## src/rtl/atda_pkg.sv

```systemverilog
// ----------------------------------------------------------------------------
// atda_pkg
// Shared constants, widths and the arctangent table of the tilt unit.
// ----------------------------------------------------------------------------
package atda_pkg;

    localparam int AVG_COUNT_DEF    = 10;
    localparam int CORDIC_STEPS_DEF = 16;
    localparam int TABLE_LEN        = 24;

    // CORDIC datapath width (magnitude up to 2^24, numerator up to 2^23, gain 1.65)
    localparam int CW = 28;
    // Angle accumulator width, Q.16 degrees
    localparam int ZW = 26;

    localparam logic signed [15:0] ANGLE_LIMIT = 16'sd21760;

    // Register indexes
    localparam logic [0:0] REG_DEADZONE = 1'b0;
    localparam logic [0:0] REG_AVG_EN   = 1'b1;

    typedef logic signed [CW-1:0] t_cw;
    typedef logic signed [ZW-1:0] t_zw;

    // Word handed from cell to cell
    typedef struct packed {
        logic vld;
        t_cw  x;
        t_cw  y;
        t_zw  z;
    } t_cell_word;

    function automatic t_zw atan_q16(input int idx);
        t_zw r;
        r = '0;
        case (idx)
            0:  r = 26'sd2949120;
            1:  r = 26'sd1740967;
            2:  r = 26'sd919879;
            3:  r = 26'sd466945;
            4:  r = 26'sd234379;
            5:  r = 26'sd117304;
            6:  r = 26'sd58666;
            7:  r = 26'sd29335;
            8:  r = 26'sd14668;
            9:  r = 26'sd7334;
            10: r = 26'sd3667;
            11: r = 26'sd1833;
            12: r = 26'sd917;
            13: r = 26'sd458;
            14: r = 26'sd229;
            15: r = 26'sd115;
            16: r = 26'sd57;
            17: r = 26'sd29;
            18: r = 26'sd14;
            19: r = 26'sd7;
            20: r = 26'sd4;
            21: r = 26'sd2;
            22: r = 26'sd1;
            default: r = '0;
        endcase
        return r;
    endfunction

endpackage

```

## src/rtl/atda_isqrt.sv

```systemverilog
// ----------------------------------------------------------------------------
// atda_isqrt
// Bit-serial integer square root, one result bit per cycle.
// ----------------------------------------------------------------------------
module atda_isqrt
    import atda_pkg::*;
(
    input  logic        i_clk,
    input  logic        i_rst_n,
    input  logic        i_start,
    input  logic [47:0] i_val,
    output logic        o_done,
    output logic [23:0] o_root
);

    logic [47:0] r_val, n_val;
    logic [24:0] r_rem, n_rem;
    logic [23:0] r_root, n_root;
    logic [4:0]  r_cnt, n_cnt;
    logic        r_busy, n_busy;
    logic        r_done, n_done;
    logic [26:0] w_acc;
    logic [26:0] w_trial;

    // remainder never exceeds twice the partial root, so 25 bits hold it
    assign w_acc   = {r_rem, r_val[47:46]};
    assign w_trial = {1'b0, r_root, 2'b01};

    // Restoring step: bring down two bits, try 4*root+1
    always_comb begin
        n_val  = r_val;
        n_rem  = r_rem;
        n_root = r_root;
        n_cnt  = r_cnt;
        n_busy = r_busy;
        n_done = 1'b0;
        if (i_start) begin
            n_val  = i_val;
            n_rem  = '0;
            n_root = '0;
            n_cnt  = 5'd0;
            n_busy = 1'b1;
        end else if (r_busy) begin
            n_val = {r_val[45:0], 2'b00};
            if (w_acc >= w_trial) begin
                n_rem  = 25'(w_acc - w_trial);
                n_root = {r_root[22:0], 1'b1};
            end else begin
                n_rem  = w_acc[24:0];
                n_root = {r_root[22:0], 1'b0};
            end
            n_cnt = r_cnt + 5'd1;
            if (r_cnt == 5'd23) begin
                n_busy = 1'b0;
                n_done = 1'b1;
            end
        end
    end

    always_ff @(posedge i_clk) begin
        if (!i_rst_n) begin
            r_busy <= 1'b0;
            r_done <= 1'b0;
            r_cnt  <= '0;
        end else begin
            r_busy <= n_busy;
            r_done <= n_done;
            r_cnt  <= n_cnt;
        end
        r_val  <= n_val;
        r_rem  <= n_rem;
        r_root <= n_root;
    end

    assign o_done = r_done;
    assign o_root = r_root;

endmodule

```

## config.mk

```make
export PLATFORM = sky130hd
export DESIGN_NAME = atda_isqrt
export DESIGN_NICKNAME = d
export VERILOG_FILES = /design/src/rtl/atda_pkg.sv /design/src/rtl/atda_isqrt.sv
export SDC_FILE = /design/constraint.sdc
export NUM_CORES = 1
export LEC_CHECK = 0
export CAP_MARGIN = 5
export CORE_ASPECT_RATIO = 1.4
export CORE_MARGIN = 4
export CORE_UTILIZATION = 65
export CTS_CLUSTER_DIAMETER = 30
export DETAILED_ROUTE_END_ITERATION = 6
export DONT_BUFFER_PORTS = 1
export PLACE_DENSITY = 0.81
export RECOVER_POWER = 100
export SLEW_MARGIN = 20
export SYNTH_ARGS = -nofsm -noshare
export SYNTH_HDL_FRONTEND = slang
export SYNTH_SLANG_ARGS = --single-unit
```

## constraint.sdc

```tcl
create_clock -name i_clk -period 4.8 [get_ports i_clk]
set_clock_uncertainty 0.15 [all_clocks]
set_input_delay 0.48 -clock i_clk [delete_from_list [all_inputs] [get_ports i_clk]]
set_output_delay 0.48 -clock i_clk [all_outputs]
set_load 0.01 [all_outputs]
```

==> impl_metrics.env <==
export IMPL_hold_buffers=0
export IMPL_dpl_instance_area_um2=5710
export IMPL_arrival_ns=3.77
export IMPL_fin_util_pct=70.0
export IMPL_syn_area_um2=5670
export IMPL_startpoint_type="flop"
export IMPL_initialDrtViolationCount=243
export IMPL_postSynth_asyncResetShare_pct=0
export IMPL_use_met2_pct=41.3
export IMPL_maxCapViolations=1
export IMPL_diodes=0
export IMPL_cts_tree="built"
export IMPL_crit_fanout=17
export IMPL_num_vias=3917
export IMPL_yosysTopAreaCellShare_pct=25.4
export IMPL_vias_per_cell=6.17
export IMPL_seqCellArea_um2=2560
export IMPL_use_met3_pct=6.76
export IMPL_critPathRequiredTime_ns=4.95
export IMPL_finalCriticalPeriod_ns=3.62
export IMPL_grt_busiest_layer="met2"
export IMPL_hold_depth=1
export IMPL_grt_max_degree=92
export IMPL_num_rows=40
export IMPL_port_buffers=0
export IMPL_synth_cell_types=60
export IMPL_setup_ws_ns=1.18
export IMPL_synth_ff_type="dfxtp_1"
export IMPL_fin_crit_sh_pct=75.4
export IMPL_syn2layout_area_growth_pct=5.76
export IMPL_worst_pin_slew_ns=1.70
export IMPL_synth_cells=536
export IMPL_finalSetupViolCount=0
export IMPL_die_height_um=118
export IMPL_place_gp_congestion=0.994
export IMPL_grt_ovfl_total=0
export IMPL_synth_area_leaders="edfxtp_1, dfxtp_1, mux2_2"
export IMPL_drive_gt1_share_pct=13.8
export IMPL_fin_area_um2=5990
export IMPL_multiInputGateArea_um2=2840
export IMPL_clkLatencyLatePin_ns=0.36
export IMPL_grt_pass1_vias=4062
export IMPL_antenna_found_initial=0
export IMPL_cts_root_buf="clkbuf_16"
export IMPL_htreeDepth=3
export IMPL_synth_edf_count=48
export IMPL_final_cell_mix="nor2_1, dfxtp_1, edfxtp_1"
export IMPL_timing_setup_critical_path_class="flop to flop"
export IMPL_postRouteAntennaNets=0
export IMPL_synth_top_area_cell="edfxtp_1"
export IMPL_p_per_area_nw_per_um2=629
export IMPL_max_clock_freq_mhz=276
export IMPL_n_fill_cell=632
export IMPL_vdd_ir_drop_max_v=0.000316
export IMPL_routed_wl_mm=12.0
export IMPL_slew_headroom_pct=-13.2
export IMPL_syn_nets=614
export IMPL_grt_use_total_pct=24.4
export IMPL_p_leak_nw=2.30
export IMPL_rsz0062_at_grt="no"
export IMPL_endpoint_kind="flop"
export IMPL_hpwlAfterDp_mm=8.46
export IMPL_ys_warn_count=0
export IMPL_worst_r2r_path_depth=10
export IMPL_holdCritPathClass="primary input to flop"
export IMPL_num_io_pins=76
export IMPL_dr_pass1_iters=5
export IMPL_start_util_pct=66.2
export IMPL_die_width_um=86.9
export IMPL_use_met1_pct=27.0
export IMPL_tns_ns=0
export IMPL_outcome="finished with violations"
export IMPL_violations="capacitance limit, slew limit"
export IMPL_fin_hold_ws_ns=0.0493
export IMPL_final_common_cell="nor2_1"
export IMPL_finalHoldViolCount=0
export IMPL_cts_setup_buffers=0
export IMPL_drc=0
export IMPL_pre_cts_slack_ns=1.54
export IMPL_nNetsFinal=603
export IMPL_cts_buffers=9
export IMPL_ys_seq_area_share_pct=45.2
export IMPL_core_area_um2=8560
export IMPL_wl_per_cell_um=18.8
export IMPL_ys_seq_elements=104
export IMPL_clk_path_buf_depth=2
export IMPL_path_clk_slew_ns=0.07
export IMPL_slew_violations=49
export IMPL_dieArea_um2=10300
export IMPL_grt_pass1_wl_mm=19.6
export IMPL_post_cts_resized=0
export IMPL_cts_sinks=104
export IMPL_avgSynthCellArea_um2=10.6
[flip-flops by register name (all words and copies together) (netlist names)]
name,count
o_root,24
r_rem,25
r_val,48
r_cnt,5
r_busy,1
o_done,1
[stage by stage]
stage	std cells	power [W]
global route	635	0.00400
finish	635	0.00377
floorplan	536	0.00274
CTS	635	0.00381
global placement	619	0.00299
detailed placement	619	0.00303
[logic make-up (layout without fill, tap and decap cells)]
kind of cell	count (synthesis)	after routing	share of synthesized area (%)
simple gates	130	130	11.2
fa+ha+maj	27	27	5.96
xor+xnor	24	24	3.71
mux	79	79	15.0
compound gates	114	114	14.7
buf+inv	58	52	4.15
flops	104	104	45.2
[metal layers]
metal,vias to the layer above,wire length (µm)
li1,1929,-
met1,1844,4550
met2,107,6170
met3,37,628
met4,0,607
met5,-,0
[layout make-up]
type / instances / area share (%)
multi-input combinational: 374 / 47.5
sequential: 104 / 42.8
clock buffer: 9 / 3.76
tap: 105 / 2.19
inverter: 34 / 2.13
clock inverter: 7 / 1.50
timing repair buffer: 2 / 0.188
[power by group]
part	internal (W)	switching, W
registers	0.00105	0.0000734
clock network	0.000416	0.000353
logic	0.000772	0.00111
total	0.00223	0.00153
[cells in the mapped netlist, drive strengths merged, types with 4 or more instances]
library cell	count
mux2	46
mux2i	33
inv	34
xnor2	14
o21bai	4
xor2	10
edfxtp	48
a21oi	26
a21o	9
nor3	7
a32oi	7
nand2	24
ha	27
buf	6
dfxtp	56
o21ai	17
o21a	9
nand2b	6
clkbuf	18
nand3	9
nor2	60
nor2b	4
o211ai	5
nand4	7
a211oi	11
[worst max-delay path, stage by stage (launching register included)]
cell and delay [ns]:
dfxtp_1 0.43, inv_1 0.07, ha_1 0.40, nand4_1 0.21, nor4_1 0.47, a31oi_1 0.28
o21ai_0 0.17, o21a_1 0.24, nand2_1 0.42, or4_1 0.64, nand3_1 0.07
[worst paths after layout]
| kind | start | endpoint | slack, ns |
|---|---|---|---|
| setup / recovery | o_root[14] | r_rem[18] | 1.18 |
| hold / removal | i_start | o_root[10] | 0.05 |
| setup reg to reg | o_root[14] | r_rem[18] | 1.18 |
| hold reg to reg | r_rem[0] | r_rem[0] | 0.35 |
No activity file was read; power rests on OpenSTA's default activity.
