**src/rtl/atda_pkg.sv**
```systemverilog
// ----------------------------------------------------------------------------
// atda_pkg
// Shared constants, widths and the arctangent table of the tilt unit.
// ----------------------------------------------------------------------------
package atda_pkg;

    localparam int AVG_COUNT_DEF    = 10;
    localparam int CORDIC_STEPS_DEF = 16;
    localparam int TABLE_LEN        = 24;

    // CORDIC datapath width (magnitude up to 2^24, numerator up to 2^23, gain 1.65)
    localparam int CW = 28;
    // Angle accumulator width, Q.16 degrees
    localparam int ZW = 26;

    localparam logic signed [15:0] ANGLE_LIMIT = 16'sd21760;

    // Register indexes
    localparam logic [0:0] REG_DEADZONE = 1'b0;
    localparam logic [0:0] REG_AVG_EN   = 1'b1;

    typedef logic signed [CW-1:0] t_cw;
    typedef logic signed [ZW-1:0] t_zw;

    // Word handed from cell to cell
    typedef struct packed {
        logic vld;
        t_cw  x;
        t_cw  y;
        t_zw  z;
    } t_cell_word;

    function automatic t_zw atan_q16(input int idx);
        t_zw r;
        r = '0;
        case (idx)
            0:  r = 26'sd2949120;
            1:  r = 26'sd1740967;
            2:  r = 26'sd919879;
            3:  r = 26'sd466945;
            4:  r = 26'sd234379;
            5:  r = 26'sd117304;
            6:  r = 26'sd58666;
            7:  r = 26'sd29335;
            8:  r = 26'sd14668;
            9:  r = 26'sd7334;
            10: r = 26'sd3667;
            11: r = 26'sd1833;
            12: r = 26'sd917;
            13: r = 26'sd458;
            14: r = 26'sd229;
            15: r = 26'sd115;
            16: r = 26'sd57;
            17: r = 26'sd29;
            18: r = 26'sd14;
            19: r = 26'sd7;
            20: r = 26'sd4;
            21: r = 26'sd2;
            22: r = 26'sd1;
            default: r = '0;
        endcase
        return r;
    endfunction

endpackage

```
**src/rtl/atda_cordic_cell.sv**
```systemverilog
// ----------------------------------------------------------------------------
// atda_cordic_cell
// One CORDIC vectoring micro-rotation with a fixed shift, registered output.
// ----------------------------------------------------------------------------
module atda_cordic_cell
    import atda_pkg::*;
#(
    parameter int STEP = 0
) (
    input  logic       i_clk,
    input  logic       i_rst_n,
    input  t_cell_word i_word,
    output t_cell_word o_word
);

    t_cell_word r_word, n_word;
    t_cw        w_xs, w_ys;

    always_comb begin
        w_xs   = i_word.x >>> STEP;
        w_ys   = i_word.y >>> STEP;
        n_word = i_word;
        if (!i_word.y[CW-1]) begin
            n_word.x = i_word.x + w_ys;
            n_word.y = i_word.y - w_xs;
            n_word.z = i_word.z + atan_q16(STEP);
        end else begin
            n_word.x = i_word.x - w_ys;
            n_word.y = i_word.y + w_xs;
            n_word.z = i_word.z - atan_q16(STEP);
        end
    end

    always_ff @(posedge i_clk) begin
        if (!i_rst_n) begin
            r_word.vld <= 1'b0;
        end else begin
            r_word.vld <= i_word.vld;
        end
        r_word.x <= n_word.x;
        r_word.y <= n_word.y;
        r_word.z <= n_word.z;
    end

    assign o_word = r_word;

endmodule

```
**config.mk**
```make
export PLATFORM = sky130hd
export DESIGN_NAME = atda_cordic_cell
export DESIGN_NICKNAME = d
export VERILOG_FILES = /design/src/rtl/atda_pkg.sv /design/src/rtl/atda_cordic_cell.sv
export SDC_FILE = /design/constraint.sdc
export NUM_CORES = 1
export LEC_CHECK = 0
export BUFFER_PORTS_ARGS = -buffer_cell sky130_fd_sc_hd__buf_2
export CAP_MARGIN = 10
export CORE_AREA = 8 8 128 130
export CTS_BUF_LIST = sky130_fd_sc_hd__clkbuf_4 sky130_fd_sc_hd__clkbuf_8
export CTS_CLUSTER_DIAMETER = 40
export DETAILED_ROUTE_END_ITERATION = 7
export DIE_AREA = 0 0 136 138
export PLACE_DENSITY = 0.82
export SLEW_MARGIN = 40
export SYNTH_ARGS = -nofsm -noshare
export SYNTH_HDL_FRONTEND = slang
export SYNTH_SLANG_ARGS = --single-unit
export TNS_END_PERCENT = 100
```
**constraint.sdc**
```tcl
create_clock -name i_clk -period 2.5 [get_ports i_clk]
set_clock_uncertainty 0.05 [all_clocks]
set_input_delay 0.5 -clock i_clk [delete_from_list [all_inputs] [get_ports i_clk]]
set_output_delay 0.5 -clock i_clk [all_outputs]
set_load 0.01 [all_outputs]
```
==> results.yml <==
drt:
  totalWireLength_um: 26200
  routedWlPerCell_um: 18.1
  detailedRoute.firstPassIterationCount: 5
  drt_iter0_markers: 696
  drc_viols: 0
  detail_route.vias_per_cell: 5.60
  detail-route-antenna-nets: 0
  vias: 8120
global_routing:
  grt_first_pass_wirelength_um: 40000
  grt.busiest_layer: "met2"
  initial_antenna_violation_count: 0
  grt.overflow.total: 0
  maximum_number_of_pins_on_one_net_before_global_route_repair: 38
  met1_track_utilization_from_global_routing_pct: 32.5
  first_global_vias: 8009
  met3_track_utilization_from_global_routing_pct: 5.14
  grt_util_met2_pct: 43.6
  globalRouteTotalUtil_pct: 26.1
synthesis:
  postSynthRegisterBits: 82
  yosysTopAreaCellShare_pct: 23.1
  adder_cell_area_share_of_the_yosys_netlist_pct: 18.4
  sequential_cell_area_fraction_in_the_yosys_report_pct: 23.1
  syn_inst: 870
  synth_area_per_cell_um2: 8.17
  asyncSetResetFlopFracSynth_pct: 0
  synth_edf_count: 0
  ys_dominant_reg_cell: "sky130_fd_sc_hd__dfxtp_1"
  top_cells_by_area_in_the_synthesized_netlist: "sky130_fd_sc_hd__dfxtp_1 (23%), sky130_fd_sc_hd__ha_1 (17%), sky130_fd_sc_hd__xnor2_1 (6.0%)"
  syn_area_um2: 7110
  simple_gate_share_of_the_synthesized_area_pct: 13.5
  synthesis.nets: 1057
  yosysTopAreaCell: "sky130_fd_sc_hd__dfxtp_1"
  synth_compound_area_share_pct: 28.5
  synth_top_family_by_area: "compound AO/OA/AOI/OAI gates"
  synthXorXnorAreaFrac_pct: 6.90
  synth.yosys.warnings: 0
  post_synth_num_cell_types: 83
  post_synth_mux_area_share_pct: 1.99
placed_design:
  placedInstanceArea_um2: 9900
  gp_congestion: 0.972
  dp.final_hpwl_um: 20300
  port_buffers: 167
critical_path:
  worstPathArrival_ns: 2.72
  timing.setup.critical_path_class: "input port to flip-flop"
  critPathCaptureType: "flip-flop"
  worst_setup_path_start_kind: "input port"
  cp.required_ns: 2.74
  path_max_fanout: 3
cells_and_area:
  storage_cell_area_um2: 1640
  postLayoutCellArea_um2: 10700
  flow.area_growth_from_synthesis_pct: 50.6
  fillerInstances: 1073
  num_antenna_cells: 0
  final_layout_size_suffix_gt1_share_pct: 43.7
  nets: 1448
  multi_input_comb_area_um2: 5500
  largest_reg_flops: 82
timing:
  setup_total_negative_slack_ns: 0
  max_clk_rate_mhz: 403
  final.period_utilization_pct: 99.2
  max_slew.worst_pin.slew_ns: 0.555
  setup_repair_after_global_routing_missed_its_margin: "true"
  final-hold-violation-count: 0
  finalSetupViolCount: 0
  max_transition_viols_final: 0
  relSlewSlack_pct: 62.1
  timing.final.crit_period_ns: 2.48
die:
  floorplan.core_area_um2: 14300
  die-width_um: 136
  ioPinCount: 168
  rows: 44
  initial_utilization_pct: 49.7
  chipHeight_um: 138
  floorplan.die_area_um2: 18800
power:
  max-vdd-ir-drop_v: 0.000305
  static_leakage_nw: 5.19
  power.density_nw_per_um2: 490
clocking:
  numClockSinks: 82
  tritoncts_clock_tree: "done"
  ctsLongestPathBuffers: 2
  clk_pin_slew_ns: 0.10
  clock_tree.htree_level_count: 3
  numCtsBuffers: 9
  clk_root_buf: "sky130_fd_sc_hd__clkbuf_8"
flow_run:
  max-cap-violations: 0
run_status:
  run_status: "finished clean"
min_path:
  timing.hold.worst_path_depth: 1
  min_path_type: "input port to flip-flop"
logic make-up (layout without fill, tap and decap cells):
| kind of cell | Yosys count | after routing |
|---|---|---|
| AOI/OAI and AO/OA | 292 | 292 |
| xor gates and xnor gates | 56 | 56 |
| adders and majority gates | 102 | 102 |
| buffers and inverters | 128 | 524 |
| muxes | 14 | 14 |
| DFF | 82 | 82 |
| and+or+nand+nor | 196 | 196 |
power breakdown:
group          switching [mW]  internal (mW)
clock                   0.553          0.475
combinational            1.37           1.21
sequential             0.0715           1.56
total                    1.99           3.25
timing repair:
item | in CTS | in global routing
resized for setup | 31 | 75
hold buffers | 0 | 0
setup endpoints to repair | 24 | 30
gates cloned | 0 | 0
setup buffers | 5 | 6
pin swaps | 14 | 40
routing by layer:
layer	vias to the layer above	wire [µm]
met5	-	0
li1	3846	-
met1	3788	10300
met4	0	759
met2	409	12400
met3	77	2730
final timing paths:
| kind | end | from |
|---|---|---|
| max | o_word[45] | i_word[27] |
| min | o_word[13] | i_word[13] |
placed cells by master (no fill, tap or decap), types with 4 or more instances in the layout:
master	count
sky130_fd_sc_hd__o31ai_1	7
sky130_fd_sc_hd__inv_1	71
sky130_fd_sc_hd__buf_2	164
sky130_fd_sc_hd__ha_1	74
sky130_fd_sc_hd__nor2_1	61
sky130_fd_sc_hd__and2_1	4
sky130_fd_sc_hd__a211oi_1	12
sky130_fd_sc_hd__o31ai_2	5
sky130_fd_sc_hd__clkbuf_8	9
sky130_fd_sc_hd__nand4_1	8
sky130_fd_sc_hd__xor2_1	7
sky130_fd_sc_hd__ha_4	18
sky130_fd_sc_hd__buf_4	246
sky130_fd_sc_hd__a21oi_1	73
sky130_fd_sc_hd__dfxtp_1	82
sky130_fd_sc_hd__a21o_1	23
sky130_fd_sc_hd__o21bai_1	18
sky130_fd_sc_hd__inv_2	13
sky130_fd_sc_hd__nor2b_1	14
sky130_fd_sc_hd__xnor2_1	49
sky130_fd_sc_hd__nand2_1	49
sky130_fd_sc_hd__nor3_1	6
sky130_fd_sc_hd__and4_1	4
sky130_fd_sc_hd__o21ai_0	43
sky130_fd_sc_hd__mux2i_1	13
sky130_fd_sc_hd__nand2b_1	8
sky130_fd_sc_hd__o21ai_1	10
sky130_fd_sc_hd__a31oi_1	5
sky130_fd_sc_hd__a21oi_2	13
sky130_fd_sc_hd__o21a_1	9
sky130_fd_sc_hd__ha_2	6
sky130_fd_sc_hd__nand3_1	14
sky130_fd_sc_hd__buf_6	7
sky130_fd_sc_hd__o211ai_1	13
sky130_fd_sc_hd__o21ai_2	7
sky130_fd_sc_hd__a31oi_4	4
stage by stage:
| step | util [%] | power [mW] | std cells | hold slack [ns] | worst slack, ns |
|---|---|---|---|---|---|
| floorplan | - | 2.89 | 870 | 0.478 | -0.122 |
| global placement | 69.2 | 3.94 | 1423 | 0.552 | -0.510 |
| detailed placement | 69.2 | 4.01 | 1423 | 0.554 | -0.646 |
| CTS | 71.9 | 5.08 | 1444 | 0.155 | 0.00105 |
| global route | 74.8 | 5.52 | 1450 | 0.149 | -0.0551 |
| finish | 74.8 | 5.24 | 1450 | 0.156 | 0.0202 |
critical path, stage by stage:
cell,delay [ns]
sky130_fd_sc_hd__buf_2,0.12
sky130_fd_sc_hd__inv_4,0.09
sky130_fd_sc_hd__ha_4,0.21
sky130_fd_sc_hd__buf_4,0.13
sky130_fd_sc_hd__and3b_2,0.22
sky130_fd_sc_hd__o211ai_4,0.26
sky130_fd_sc_hd__a31oi_4,0.14
sky130_fd_sc_hd__buf_6,0.14
sky130_fd_sc_hd__o211ai_1,0.21
sky130_fd_sc_hd__and4b_2,0.33
sky130_fd_sc_hd__buf_6,0.11
sky130_fd_sc_hd__mux2i_1,0.08
sky130_fd_sc_hd__xnor2_1,0.16
synthesized netlist by cell type, drive strengths merged, types with 13 or more instances:
cell type / count
buf: 28
xnor2: 49
nor2: 63
ha: 98
nand2: 50
a21o: 23
dfxtp: 82
nor2b: 15
a21oi: 87
nand3: 14
inv: 88
o21bai: 18
mux2i: 13
o21ai: 60
o211ai: 15
final cells by class:
cell class | count | share of cell area [%]
repair buffers | 418 | 25.8
clock buffers | 10 | 1.23
well taps | 184 | 2.15
flip-flops and latches | 82 | 15.3
multi-input cells | 660 | 51.4
clock inverters | 6 | 0.608
inverters | 90 | 3.45
(Power assumes the default switching activity.)
